**src/design/dlr_pkg.sv**
```systemverilog
// Shared types and constants for the digit-to-limb repacker.
`default_nettype none

package dlr_pkg;

  localparam int DIGIT_BITS = 30;
  localparam int LIMB_BITS  = 64;
  localparam int MAX_DIGITS = 4096;
  localparam int CNT_W      = 13;
  localparam int IDX_W      = 11;
  localparam int POS_W      = 8;
  localparam int FIFO_DEPTH = 2;

  typedef enum logic [1:0] {
    KIND_IDLE,
    KIND_ABSORB,
    KIND_STRADDLE,
    KIND_DROP
  } dlr_kind_e;

  typedef struct packed {
    logic [DIGIT_BITS-1:0] digit_value;
    logic                  first_digit;
    logic [CNT_W-1:0]      digit_count;
    logic [IDX_W-1:0]      limb_count;
  } dlr_in_t;

  typedef struct packed {
    logic [LIMB_BITS-1:0] limb_value;
    logic [IDX_W-1:0]     limb_index;
    logic                 last_limb;
  } dlr_out_t;

  // One classified digit, handed from the front end to the back end.
  typedef struct packed {
    logic [DIGIT_BITS-1:0]   digit;
    logic                    clear;
    dlr_kind_e               kind;
    logic signed [POS_W-1:0] bit_pos;
    logic [IDX_W-1:0]        limb_index;
    logic                    last;
  } dlr_op_t;

endpackage

`default_nettype wire

```
**src/design/dlr_front.sv**
```systemverilog
// Front end: tracks bit position, limb index and digit countdown, and classifies each digit.
`default_nettype none

module dlr_front import dlr_pkg::*; (
  input  wire logic    clk_i,
  input  wire logic    rst_ni,
  input  wire logic    in_valid_i,
  input  wire dlr_in_t in_data_i,
  output logic         in_ready_o,
  output logic         op_valid_o,
  output dlr_op_t      op_o,
  input  wire logic    op_ready_i
);

  localparam int SW = 20;

  logic signed [POS_W-1:0] bit_pos_q, bit_pos_d;
  logic [IDX_W-1:0]        limb_idx_q, limb_idx_d;
  logic [CNT_W-1:0]        digits_q, digits_d;

  logic [CNT_W-1:0]        dc_sat;
  logic [IDX_W-1:0]        idx_first;
  logic [SW-1:0]           start_wide;
  logic signed [SW-1:0]    start_s;
  logic signed [POS_W-1:0] start_pos;
  logic signed [POS_W-1:0] pos_eff;
  logic [IDX_W-1:0]        idx_eff;
  logic [CNT_W-1:0]        cnt_eff;
  logic                    active;
  logic                    accept;
  dlr_kind_e               kind;

  assign in_ready_o = op_ready_i;
  assign accept     = in_valid_i && op_ready_i;
  assign op_valid_o = accept;

  always_comb begin
    dc_sat = (in_data_i.digit_count > CNT_W'(MAX_DIGITS)) ? CNT_W'(MAX_DIGITS)
                                                          : in_data_i.digit_count;
    idx_first = (in_data_i.limb_count == '0) ? '0 : in_data_i.limb_count - 1'b1;
    // Wraps in SW bits; the true value always fits, so the signed view is exact.
    start_wide = SW'(dc_sat) * SW'(DIGIT_BITS) - SW'(idx_first) * SW'(LIMB_BITS)
               - SW'(DIGIT_BITS);
    start_s = $signed(start_wide);
    if (start_s > 20'sd127) begin
      start_pos = 8'sd127;
    end else if (start_s < -20'sd128) begin
      start_pos = -8'sd128;
    end else begin
      start_pos = start_s[POS_W-1:0];
    end

    pos_eff = in_data_i.first_digit ? start_pos : bit_pos_q;
    idx_eff = in_data_i.first_digit ? idx_first : limb_idx_q;
    cnt_eff = in_data_i.first_digit ? dc_sat : digits_q;
    active  = (cnt_eff != '0);

    if (!active) begin
      kind = KIND_IDLE;
    end else if (!pos_eff[POS_W-1]) begin
      kind = KIND_ABSORB;
    end else if (idx_eff != '0) begin
      kind = KIND_STRADDLE;
    end else begin
      kind = KIND_DROP;
    end

    bit_pos_d  = pos_eff;
    limb_idx_d = idx_eff;
    digits_d   = active ? cnt_eff - 1'b1 : cnt_eff;
    case (kind)
      KIND_ABSORB: begin
        bit_pos_d = pos_eff - POS_W'(DIGIT_BITS);
      end
      KIND_STRADDLE: begin
        bit_pos_d  = pos_eff + POS_W'(LIMB_BITS - DIGIT_BITS);
        limb_idx_d = idx_eff - 1'b1;
      end
      default: begin
      end
    endcase

    op_o.digit      = in_data_i.digit_value;
    op_o.clear      = in_data_i.first_digit;
    op_o.kind       = kind;
    op_o.bit_pos    = pos_eff;
    op_o.limb_index = idx_eff;
    op_o.last       = active && (cnt_eff == CNT_W'(1));
  end

  always_ff @(posedge clk_i or negedge rst_ni) begin
    if (!rst_ni) begin
      bit_pos_q  <= '0;
      limb_idx_q <= '0;
      digits_q   <= '0;
    end else if (accept) begin
      bit_pos_q  <= bit_pos_d;
      limb_idx_q <= limb_idx_d;
      digits_q   <= digits_d;
    end
  end

endmodule

`default_nettype wire

```
**src/design/dlr_fifo.sv**
```systemverilog
// Short queue of classified digits between the front end and the back end.
`default_nettype none

module dlr_fifo import dlr_pkg::*; (
  input  wire logic    clk_i,
  input  wire logic    rst_ni,
  input  wire logic    push_i,
  input  wire dlr_op_t data_i,
  output logic         full_o,
  input  wire logic    pop_i,
  output logic         empty_o,
  output dlr_op_t      data_o
);

  localparam int PtrW = (FIFO_DEPTH > 1) ? $clog2(FIFO_DEPTH) : 1;
  localparam int CntW = $clog2(FIFO_DEPTH + 1);

  dlr_op_t             mem_q [FIFO_DEPTH];
  logic [PtrW-1:0]     wr_ptr_q, wr_ptr_d;
  logic [PtrW-1:0]     rd_ptr_q, rd_ptr_d;
  logic [CntW-1:0]     count_q, count_d;
  logic                do_push, do_pop;

  assign full_o  = (count_q == CntW'(FIFO_DEPTH));
  assign empty_o = (count_q == '0);
  assign do_push = push_i && !full_o;
  assign do_pop  = pop_i && !empty_o;
  assign data_o  = mem_q[rd_ptr_q];

  always_comb begin
    wr_ptr_d = wr_ptr_q;
    rd_ptr_d = rd_ptr_q;
    count_d  = count_q;
    if (do_push) begin
      wr_ptr_d = (wr_ptr_q == PtrW'(FIFO_DEPTH - 1)) ? '0 : wr_ptr_q + 1'b1;
    end
    if (do_pop) begin
      rd_ptr_d = (rd_ptr_q == PtrW'(FIFO_DEPTH - 1)) ? '0 : rd_ptr_q + 1'b1;
    end
    if (do_push && !do_pop) begin
      count_d = count_q + 1'b1;
    end else if (do_pop && !do_push) begin
      count_d = count_q - 1'b1;
    end
  end

  always_ff @(posedge clk_i) begin
    if (do_push) begin
      mem_q[wr_ptr_q] <= data_i;
    end
  end

  always_ff @(posedge clk_i or negedge rst_ni) begin
    if (!rst_ni) begin
      wr_ptr_q <= '0;
      rd_ptr_q <= '0;
      count_q  <= '0;
    end else begin
      wr_ptr_q <= wr_ptr_d;
      rd_ptr_q <= rd_ptr_d;
      count_q  <= count_d;
    end
  end

endmodule

`default_nettype wire

```
**src/design/dlr_back.sv**
```systemverilog
// Back end: shifts digits into the limb accumulator and registers completed limbs.
`default_nettype none

module dlr_back import dlr_pkg::*; (
  input  wire logic    clk_i,
  input  wire logic    rst_ni,
  input  wire logic    op_valid_i,
  input  wire dlr_op_t op_i,
  output logic         op_pop_o,
  output logic         out_valid_o,
  output dlr_out_t     out_data_o,
  input  wire logic    out_ready_i
);

  logic [LIMB_BITS-1:0] acc_q, acc_d;
  logic                 out_valid_q, out_valid_d;
  dlr_out_t             out_q, out_d;

  logic [LIMB_BITS-1:0] acc_base;
  logic [LIMB_BITS-1:0] digit_w;
  logic [LIMB_BITS-1:0] shl_cur;
  logic [LIMB_BITS-1:0] shr_cur;
  logic [LIMB_BITS-1:0] shl_next;
  logic signed [POS_W:0] pos_x;
  logic signed [POS_W:0] rsh;
  logic signed [POS_W:0] next_pos;
  logic                 emit;
  dlr_out_t             res;
  logic                 pop;

  assign pop         = op_valid_i && (!out_valid_q || out_ready_i);
  assign op_pop_o    = pop;
  assign out_valid_o = out_valid_q;
  assign out_data_o  = out_q;

  always_comb begin
    acc_base = op_i.clear ? '0 : acc_q;
    digit_w  = LIMB_BITS'(op_i.digit);
    pos_x    = {op_i.bit_pos[POS_W-1], op_i.bit_pos};
    rsh      = -pos_x;
    next_pos = pos_x + (POS_W+1)'(LIMB_BITS);

    // Shifts of 64 or more, and left shifts by a negative amount, give zero.
    shl_cur  = op_i.bit_pos[POS_W-2] ? '0 : (digit_w << op_i.bit_pos[5:0]);
    shr_cur  = (rsh[POS_W:6] != '0) ? '0 : (digit_w >> rsh[5:0]);
    shl_next = next_pos[POS_W] ? '0 : (digit_w << next_pos[5:0]);

    acc_d = acc_base;
    emit  = 1'b0;
    res   = '{limb_value: '0, limb_index: '0, last_limb: 1'b0};
    case (op_i.kind)
      KIND_ABSORB: begin
        acc_d = acc_base | shl_cur;
      end
      KIND_STRADDLE: begin
        acc_d = shl_next;
        emit  = 1'b1;
        res   = '{limb_value: acc_base | shr_cur, limb_index: op_i.limb_index,
                  last_limb: 1'b0};
      end
      default: begin
        acc_d = acc_base;
      end
    endcase

    // The final digit always reports limb 0, replacing a straddle result.
    if (op_i.last) begin
      emit = 1'b1;
      res  = '{limb_value: acc_d, limb_index: '0, last_limb: 1'b1};
    end

    if (pop) begin
      out_valid_d = emit;
    end else begin
      out_valid_d = out_valid_q && !out_ready_i;
    end
    out_d = (pop && emit) ? res : out_q;
  end

  always_ff @(posedge clk_i or negedge rst_ni) begin
    if (!rst_ni) begin
      acc_q       <= '0;
      out_valid_q <= 1'b0;
    end else begin
      if (pop) begin
        acc_q <= acc_d;
      end
      out_valid_q <= out_valid_d;
    end
  end

  always_ff @(posedge clk_i) begin
    out_q <= out_d;
  end

endmodule

`default_nettype wire

```
**src/design/digit_to_limb_repack.sv**
```systemverilog
// Top level of the 30-bit digit to 64-bit limb repacker.
`default_nettype none

// Takes a big integer as 30-bit digits, most significant first, and returns it as
// 64-bit limbs, most significant first; the request that carries first_digit also
// carries the digit and limb counts, which must be exact. One digit request is taken
// every clock cycle while the queue has room: the front end updates bit position,
// limb index and countdown with one add per digit, and the back end does one shift
// and OR into the accumulator per digit. A completed limb goes through the queue and
// then the output register, and the final digit returns limb 0 with last_limb set.
// A two-entry queue sits between front and back, so input keeps flowing for up to two
// requests while the output is stalled; in steady back-to-back flow one entry is
// already occupied, so only one more request gets in before the input backs up.
module digit_to_limb_repack import dlr_pkg::*; (
  input  wire logic     clk_i,
  input  wire logic     rst_ni,
  input  wire logic     in_valid_i,
  output logic          in_ready_o,
  input  wire dlr_in_t  in_data_i,
  output logic          out_valid_o,
  input  wire logic     out_ready_i,
  output dlr_out_t      out_data_o
);

  logic    op_push;
  logic    op_full;
  logic    op_empty;
  logic    op_pop;
  dlr_op_t op_in;
  dlr_op_t op_out;

  dlr_front u_front (
    .clk_i      (clk_i),
    .rst_ni     (rst_ni),
    .in_valid_i (in_valid_i),
    .in_data_i  (in_data_i),
    .in_ready_o (in_ready_o),
    .op_valid_o (op_push),
    .op_o       (op_in),
    .op_ready_i (!op_full)
  );

  dlr_fifo u_fifo (
    .clk_i   (clk_i),
    .rst_ni  (rst_ni),
    .push_i  (op_push),
    .data_i  (op_in),
    .full_o  (op_full),
    .pop_i   (op_pop),
    .empty_o (op_empty),
    .data_o  (op_out)
  );

  dlr_back u_back (
    .clk_i       (clk_i),
    .rst_ni      (rst_ni),
    .op_valid_i  (!op_empty),
    .op_i        (op_out),
    .op_pop_o    (op_pop),
    .out_valid_o (out_valid_o),
    .out_data_o  (out_data_o),
    .out_ready_i (out_ready_i)
  );

  // The input only backs up when the output was stalled in the cycle before.
  a_ready_low_only_on_stall: assert property (
    @(posedge clk_i) disable iff (!rst_ni)
    !in_ready_o |-> $past(out_valid_o && !out_ready_i)
  ) else $error("input stalled without an output stall");

  // Only limb 0 carries the last flag, and straddle results never go to limb 0.
  a_last_matches_index: assert property (
    @(posedge clk_i) disable iff (!rst_ni)
    out_valid_o |-> (out_data_o.last_limb == (out_data_o.limb_index == '0))
  ) else $error("last_limb disagrees with limb_index");

  // A result that is taken is gone unless the back end popped a new one.
  a_no_repeat: assert property (
    @(posedge clk_i) disable iff (!rst_ni)
    (out_valid_o && out_ready_i && op_empty) |=> !out_valid_o
  ) else $error("result repeated without a new digit");

endmodule

`default_nettype wire

```
**config.mk**
```make
export PLATFORM = sky130hd
export DESIGN_NAME = digit_to_limb_repack
export DESIGN_NICKNAME = d
export VERILOG_FILES = /design/src/design/dlr_pkg.sv /design/src/design/dlr_front.sv /design/src/design/dlr_fifo.sv /design/src/design/dlr_back.sv /design/src/design/digit_to_limb_repack.sv
export SDC_FILE = /design/constraint.sdc
export NUM_CORES = 1
export LEC_CHECK = 0
export CAP_MARGIN = 20
export CORE_MARGIN = 2
export CORE_UTILIZATION = 55
export DETAILED_ROUTE_END_ITERATION = 16
export DONT_BUFFER_PORTS = 1
export GPL_TIMING_DRIVEN = 0
export PLACE_DENSITY = 0.72
export SLEW_MARGIN = 30
export SYNTH_ARGS = -nofsm -noshare
export SYNTH_HDL_FRONTEND = slang
export SYNTH_SLANG_ARGS = --single-unit
```
**constraint.sdc**
```tcl
create_clock -name clk_i -period 16.5 [get_ports clk_i]
set_input_delay 2.475 -clock clk_i [delete_from_list [all_inputs] [get_ports clk_i]]
set_output_delay 2.475 -clock clk_i [all_outputs]
set_load 0.02 [all_outputs]
```
==> metrics.md <==
| Metric | Value |
|---|---|
| End-of-flow core utilization | 0.615 |
| Net count after synthesis | 2,041 |
| Final critical-path required period | about 11 ns |
| Final routed DRC violation total | 0 |
| Largest fanout on the critical path | 11 |
| Row Count | 67 |
| Endpoint arrival time on the critical path | about 11 ns |
| All-Layer GR Usage | 0.311 |
| Met3 Track Usage GR | 0.0532 |
| Clock insertion delay at the later pin of the skew report | 0.58 ns |
| H-Tree Depth | 1 |
| Fraction of the mapped netlist area in compound gates | 0.175 |
| Number of antenna violations at the first check in global routing | 0 |
| CTS tree | built |
| Cell type with the highest aggregate area in the netlist | sky130_fd_sc_hd__edfxtp_1 |
| Summed instance area of the synthesized netlist | 0.0189 sq mm |
| Simple-gate share of the synthesized area | 0.131 |
| Total via count after detailed routing | around 16,000 |
| Startpoint of the worst-slack reg-to-reg timing path | u_fifo.rd_ptr_q |
| Count of unique library cells instantiated by Yosys | 75 |
| Fraction of layout cells with a size suffix above 1 | 0.0784 |
| Max-cap violations | 0 |
| Post-route setup TNS | 0 ns |
| Final Net Count | ~2,100 |
| I/O pins | 137 |
| Total setup buffers inserted after CTS | 0 |
| Class of the most critical setup path | in -> reg |
| RePlAce Congestion | 0.999 |
| Number of cells produced by synthesis | 1,915 |
| Placed inst area | about 0.02 sq mm |
| Async set or reset register ratio after synthesis | 0.357 |
| Die outline area | between 0.03 and 0.04 sq mm |
| Slowest stage cell on the critical path | sky130_fd_sc_hd__fa_1 |
| Data required, critical path | 16.91 ns |
| Chip width | 189 um |
| Number of buffers inserted during clock tree synthesis | 31 |
| Routed wire per std cell | roughly 23 um |
| Clock Skews | 0.0187 ns |
| Hold-fix buffers at CTS | 0 |
| Prevailing post-synth register cell | sky130_fd_sc_hd__edfxtp_1 |
| Vias in the first global route | 15,100 |
| Ant diodes | 0 |
| DR iter-0 viols | around 1,600 |
| Unrepaired setup endpoints after global routing | false |
| Worst Hold Class | reg -> reg |
| Met1 global-route usage | 0.447 |
| Synthesized area divided by synthesized cell count | 9.88 sq um |
| Peak per-stage delay on the critical path | 0.58 ns |
| Status | finished, final reports clean |
| Total of flip-flops plus latches after synthesis | 283 |
| Antenna-violating nets left | 0 |
| Starting Density | 0.561 |
| Total half-perimeter wirelength after legalization and detailed placement | 43,400 um |
| Type of destination of the critical path | register |
| Slew Limit Headroom | 0.277 |
| Clock root buffer | sky130_fd_sc_hd__clkbuf_16 |
| Area grow syn2layout | 9.53% |
| Area of the core | ~0.034 sq mm |
| Synth area leaders | sky130_fd_sc_hd__edfxtp_1 29%, sky130_fd_sc_hd__dfrtp_1 13%, sky130_fd_sc_hd__mux2i_1 7.9% |
| Final hold violation count | 0 |
| Chip Height | 189 um |
| Adder and majority gate portion of the synthesized area | 0.0535 |
| First drt pass iteration count | 6 |
| Vias per std cell | 6.55 |
| Largest family of logic cells by synthesized area | compound AO/OA/AOI/OAI gates |
| Worst Tran Pin Value | 1.05 ns |
| Hold path startpoint | u_front.digits_q[11] |
| Highest attainable clock frequency | ~0.095 GHz |
| Global routing's busiest layer | met2 |
| Post-cts gate resize count | 0 |
| Sequential cell area fraction in the yosys report | 0.423 |
| Count of flip-flops with a built-in enable after synthesis | around 180 |
| Ys Warns | 0 |
| Launch point of the worst path | in_data_i[23] |
| Portion of netlist area occupied by mux cells | 0.144 |
| First-pass GRT wire length | slightly below 90,000 um |
| Maximum number of pins on one net before global-route repair | 102 |
| Proportion of netlist area held by the largest area contributor | 0.289 |
| Final setup viols | 0 |
| Clock-pin transition on the worst setup and hold timing paths | 0.06 ns |
| Remaining global-route overflow | 0 |
| Layout Cell Area excl Fill | 0.0207 sq mm |
| Pins Over Slew Limit | 0 |
| Clock buffer depth | 3 |
| CTS sink cnt | 283 |
| Xor-xnor portion of the synthesized cell area | 0.0320 |
| Routing usage on met2 | 0.483 |
| Startpoint type of the worst setup path | input pin |
| Total length of routed wires | 56,200 um |
| Number of buffers inserted by port buffering | 0 |
| Final period utilization | 0.637 |
-- per-layer routing --
layer,wire length (um),vias to the layer above
met3,5090,115
met5,0,-
met4,1810,0
li1,-,7166
met1,24100,7753
met2,25200,845
-- synthesized netlist by cell type, drive strengths merged, types with 29 or more instances --
| library cell | instances |
|---|---|
| a21oi | 100 |
| a22oi | 69 |
| buf | 32 |
| clkbuf | 91 |
| dfrtp | 101 |
| edfxtp | 182 |
| ha | 44 |
| inv | 81 |
| mux2i | 150 |
| mux4 | 47 |
| nand2 | 251 |
| nand3 | 29 |
| nor2 | 153 |
| o21ai | 163 |
| o22ai | 62 |
| xnor2 | 53 |
-- worst max-delay path: cells and delay by family --
family / cells / cell delay, ns
adder cells (fa/ha/maj): 6 / 2.32
AO/OA/AOI/OAI: 14 / 2.52
multiplexers: 1 / 0.15
buffers and inverters: 5 / 0.96
XOR/XNOR: 1 / 0.17
AND/OR/NAND/NOR: 9 / 2.31
-- cells in the final DEF (no fill, tap or decap), types with 13 or more instances in the layout --
cell,count
sky130_fd_sc_hd__nand3_1,29
sky130_fd_sc_hd__a22o_1,27
sky130_fd_sc_hd__xor2_1,16
sky130_fd_sc_hd__fa_1,23
sky130_fd_sc_hd__a22oi_1,69
sky130_fd_sc_hd__xnor2_1,53
sky130_fd_sc_hd__nand2_1,251
sky130_fd_sc_hd__nor2b_1,21
sky130_fd_sc_hd__mux4_2,47
sky130_fd_sc_hd__clkbuf_1,95
sky130_fd_sc_hd__mux2i_1,148
sky130_fd_sc_hd__ha_1,44
sky130_fd_sc_hd__buf_1,18
sky130_fd_sc_hd__clkbuf_16,31
sky130_fd_sc_hd__inv_1,77
sky130_fd_sc_hd__edfxtp_1,182
sky130_fd_sc_hd__mux2_2,14
sky130_fd_sc_hd__o21ai_0,158
sky130_fd_sc_hd__nor3_1,26
sky130_fd_sc_hd__o22ai_1,62
sky130_fd_sc_hd__buf_2,13
sky130_fd_sc_hd__nor2_1,151
sky130_fd_sc_hd__dfrtp_1,101
sky130_fd_sc_hd__a21oi_1,98
-- sequential cells by signal (all words and copies together) (netlist names) --
| register | cells |
|---|---|
| u_fifo.mem_q | 106 |
| u_back.out_data_o | 76 |
| u_back.acc_q | 64 |
| u_front.digits_q | 13 |
| u_front.limb_idx_q | 11 |
| u_front.bit_pos_q | 8 |
| u_fifo.count_q | 2 |
| u_back.out_valid_o | 1 |
| u_fifo.rd_ptr_q | 1 |
| u_fifo.wr_ptr_q | 1 |
-- logic make-up after synthesis --
group | after synthesis
xor gates and xnor gates | 69
and+or+nand+nor | 560
adders and majority gates | 67
muxes | 211
DFF | 283
buffers and inverters | 204
AOI/OAI and AO/OA | 521
-- area by class of cell --
cell class	instances	area, sq um
tap	448	561
clock buffer	37	818
timing repair buffer	6	165
clock inverter	20	225
fill	2828	13000
buffer	123	485
multi-input combinational	1428	10200
sequential	283	7990
inverter	81	304
-- stage by stage --
stage | instances | setup slack [ns] | hold slack [ns]
6_report | 2426 | 5.99 | 0.475
3_3_place_gp | 2363 | 5.66 | 0.458
2_1_floorplan | 1915 | 6.75 | 0.442
4_1_cts | 2426 | 6.04 | 0.484
5_1_grt | 2426 | 5.33 | 0.508
3_5_place_dp | 2369 | 5.44 | 0.473
-- final timing paths --
kind,endpoint,slack (ns),depth (start not counted)
max in group asynchronous,u_front.digits_q[11],14.69,0
hold / removal,u_front.digits_q[11],0.47,2
setup / recovery,u_front.bit_pos_q[6],5.99,36
setup reg to reg,u_back.out_data_o[41],11.03,15
min in group asynchronous,u_back.acc_q[55],1.61,0
hold reg to reg,u_front.digits_q[11],0.47,2
Power is left out: the tool's default activity adds up to more than one toggle a clock period on the data nets, which glitch-free logic cannot reach.
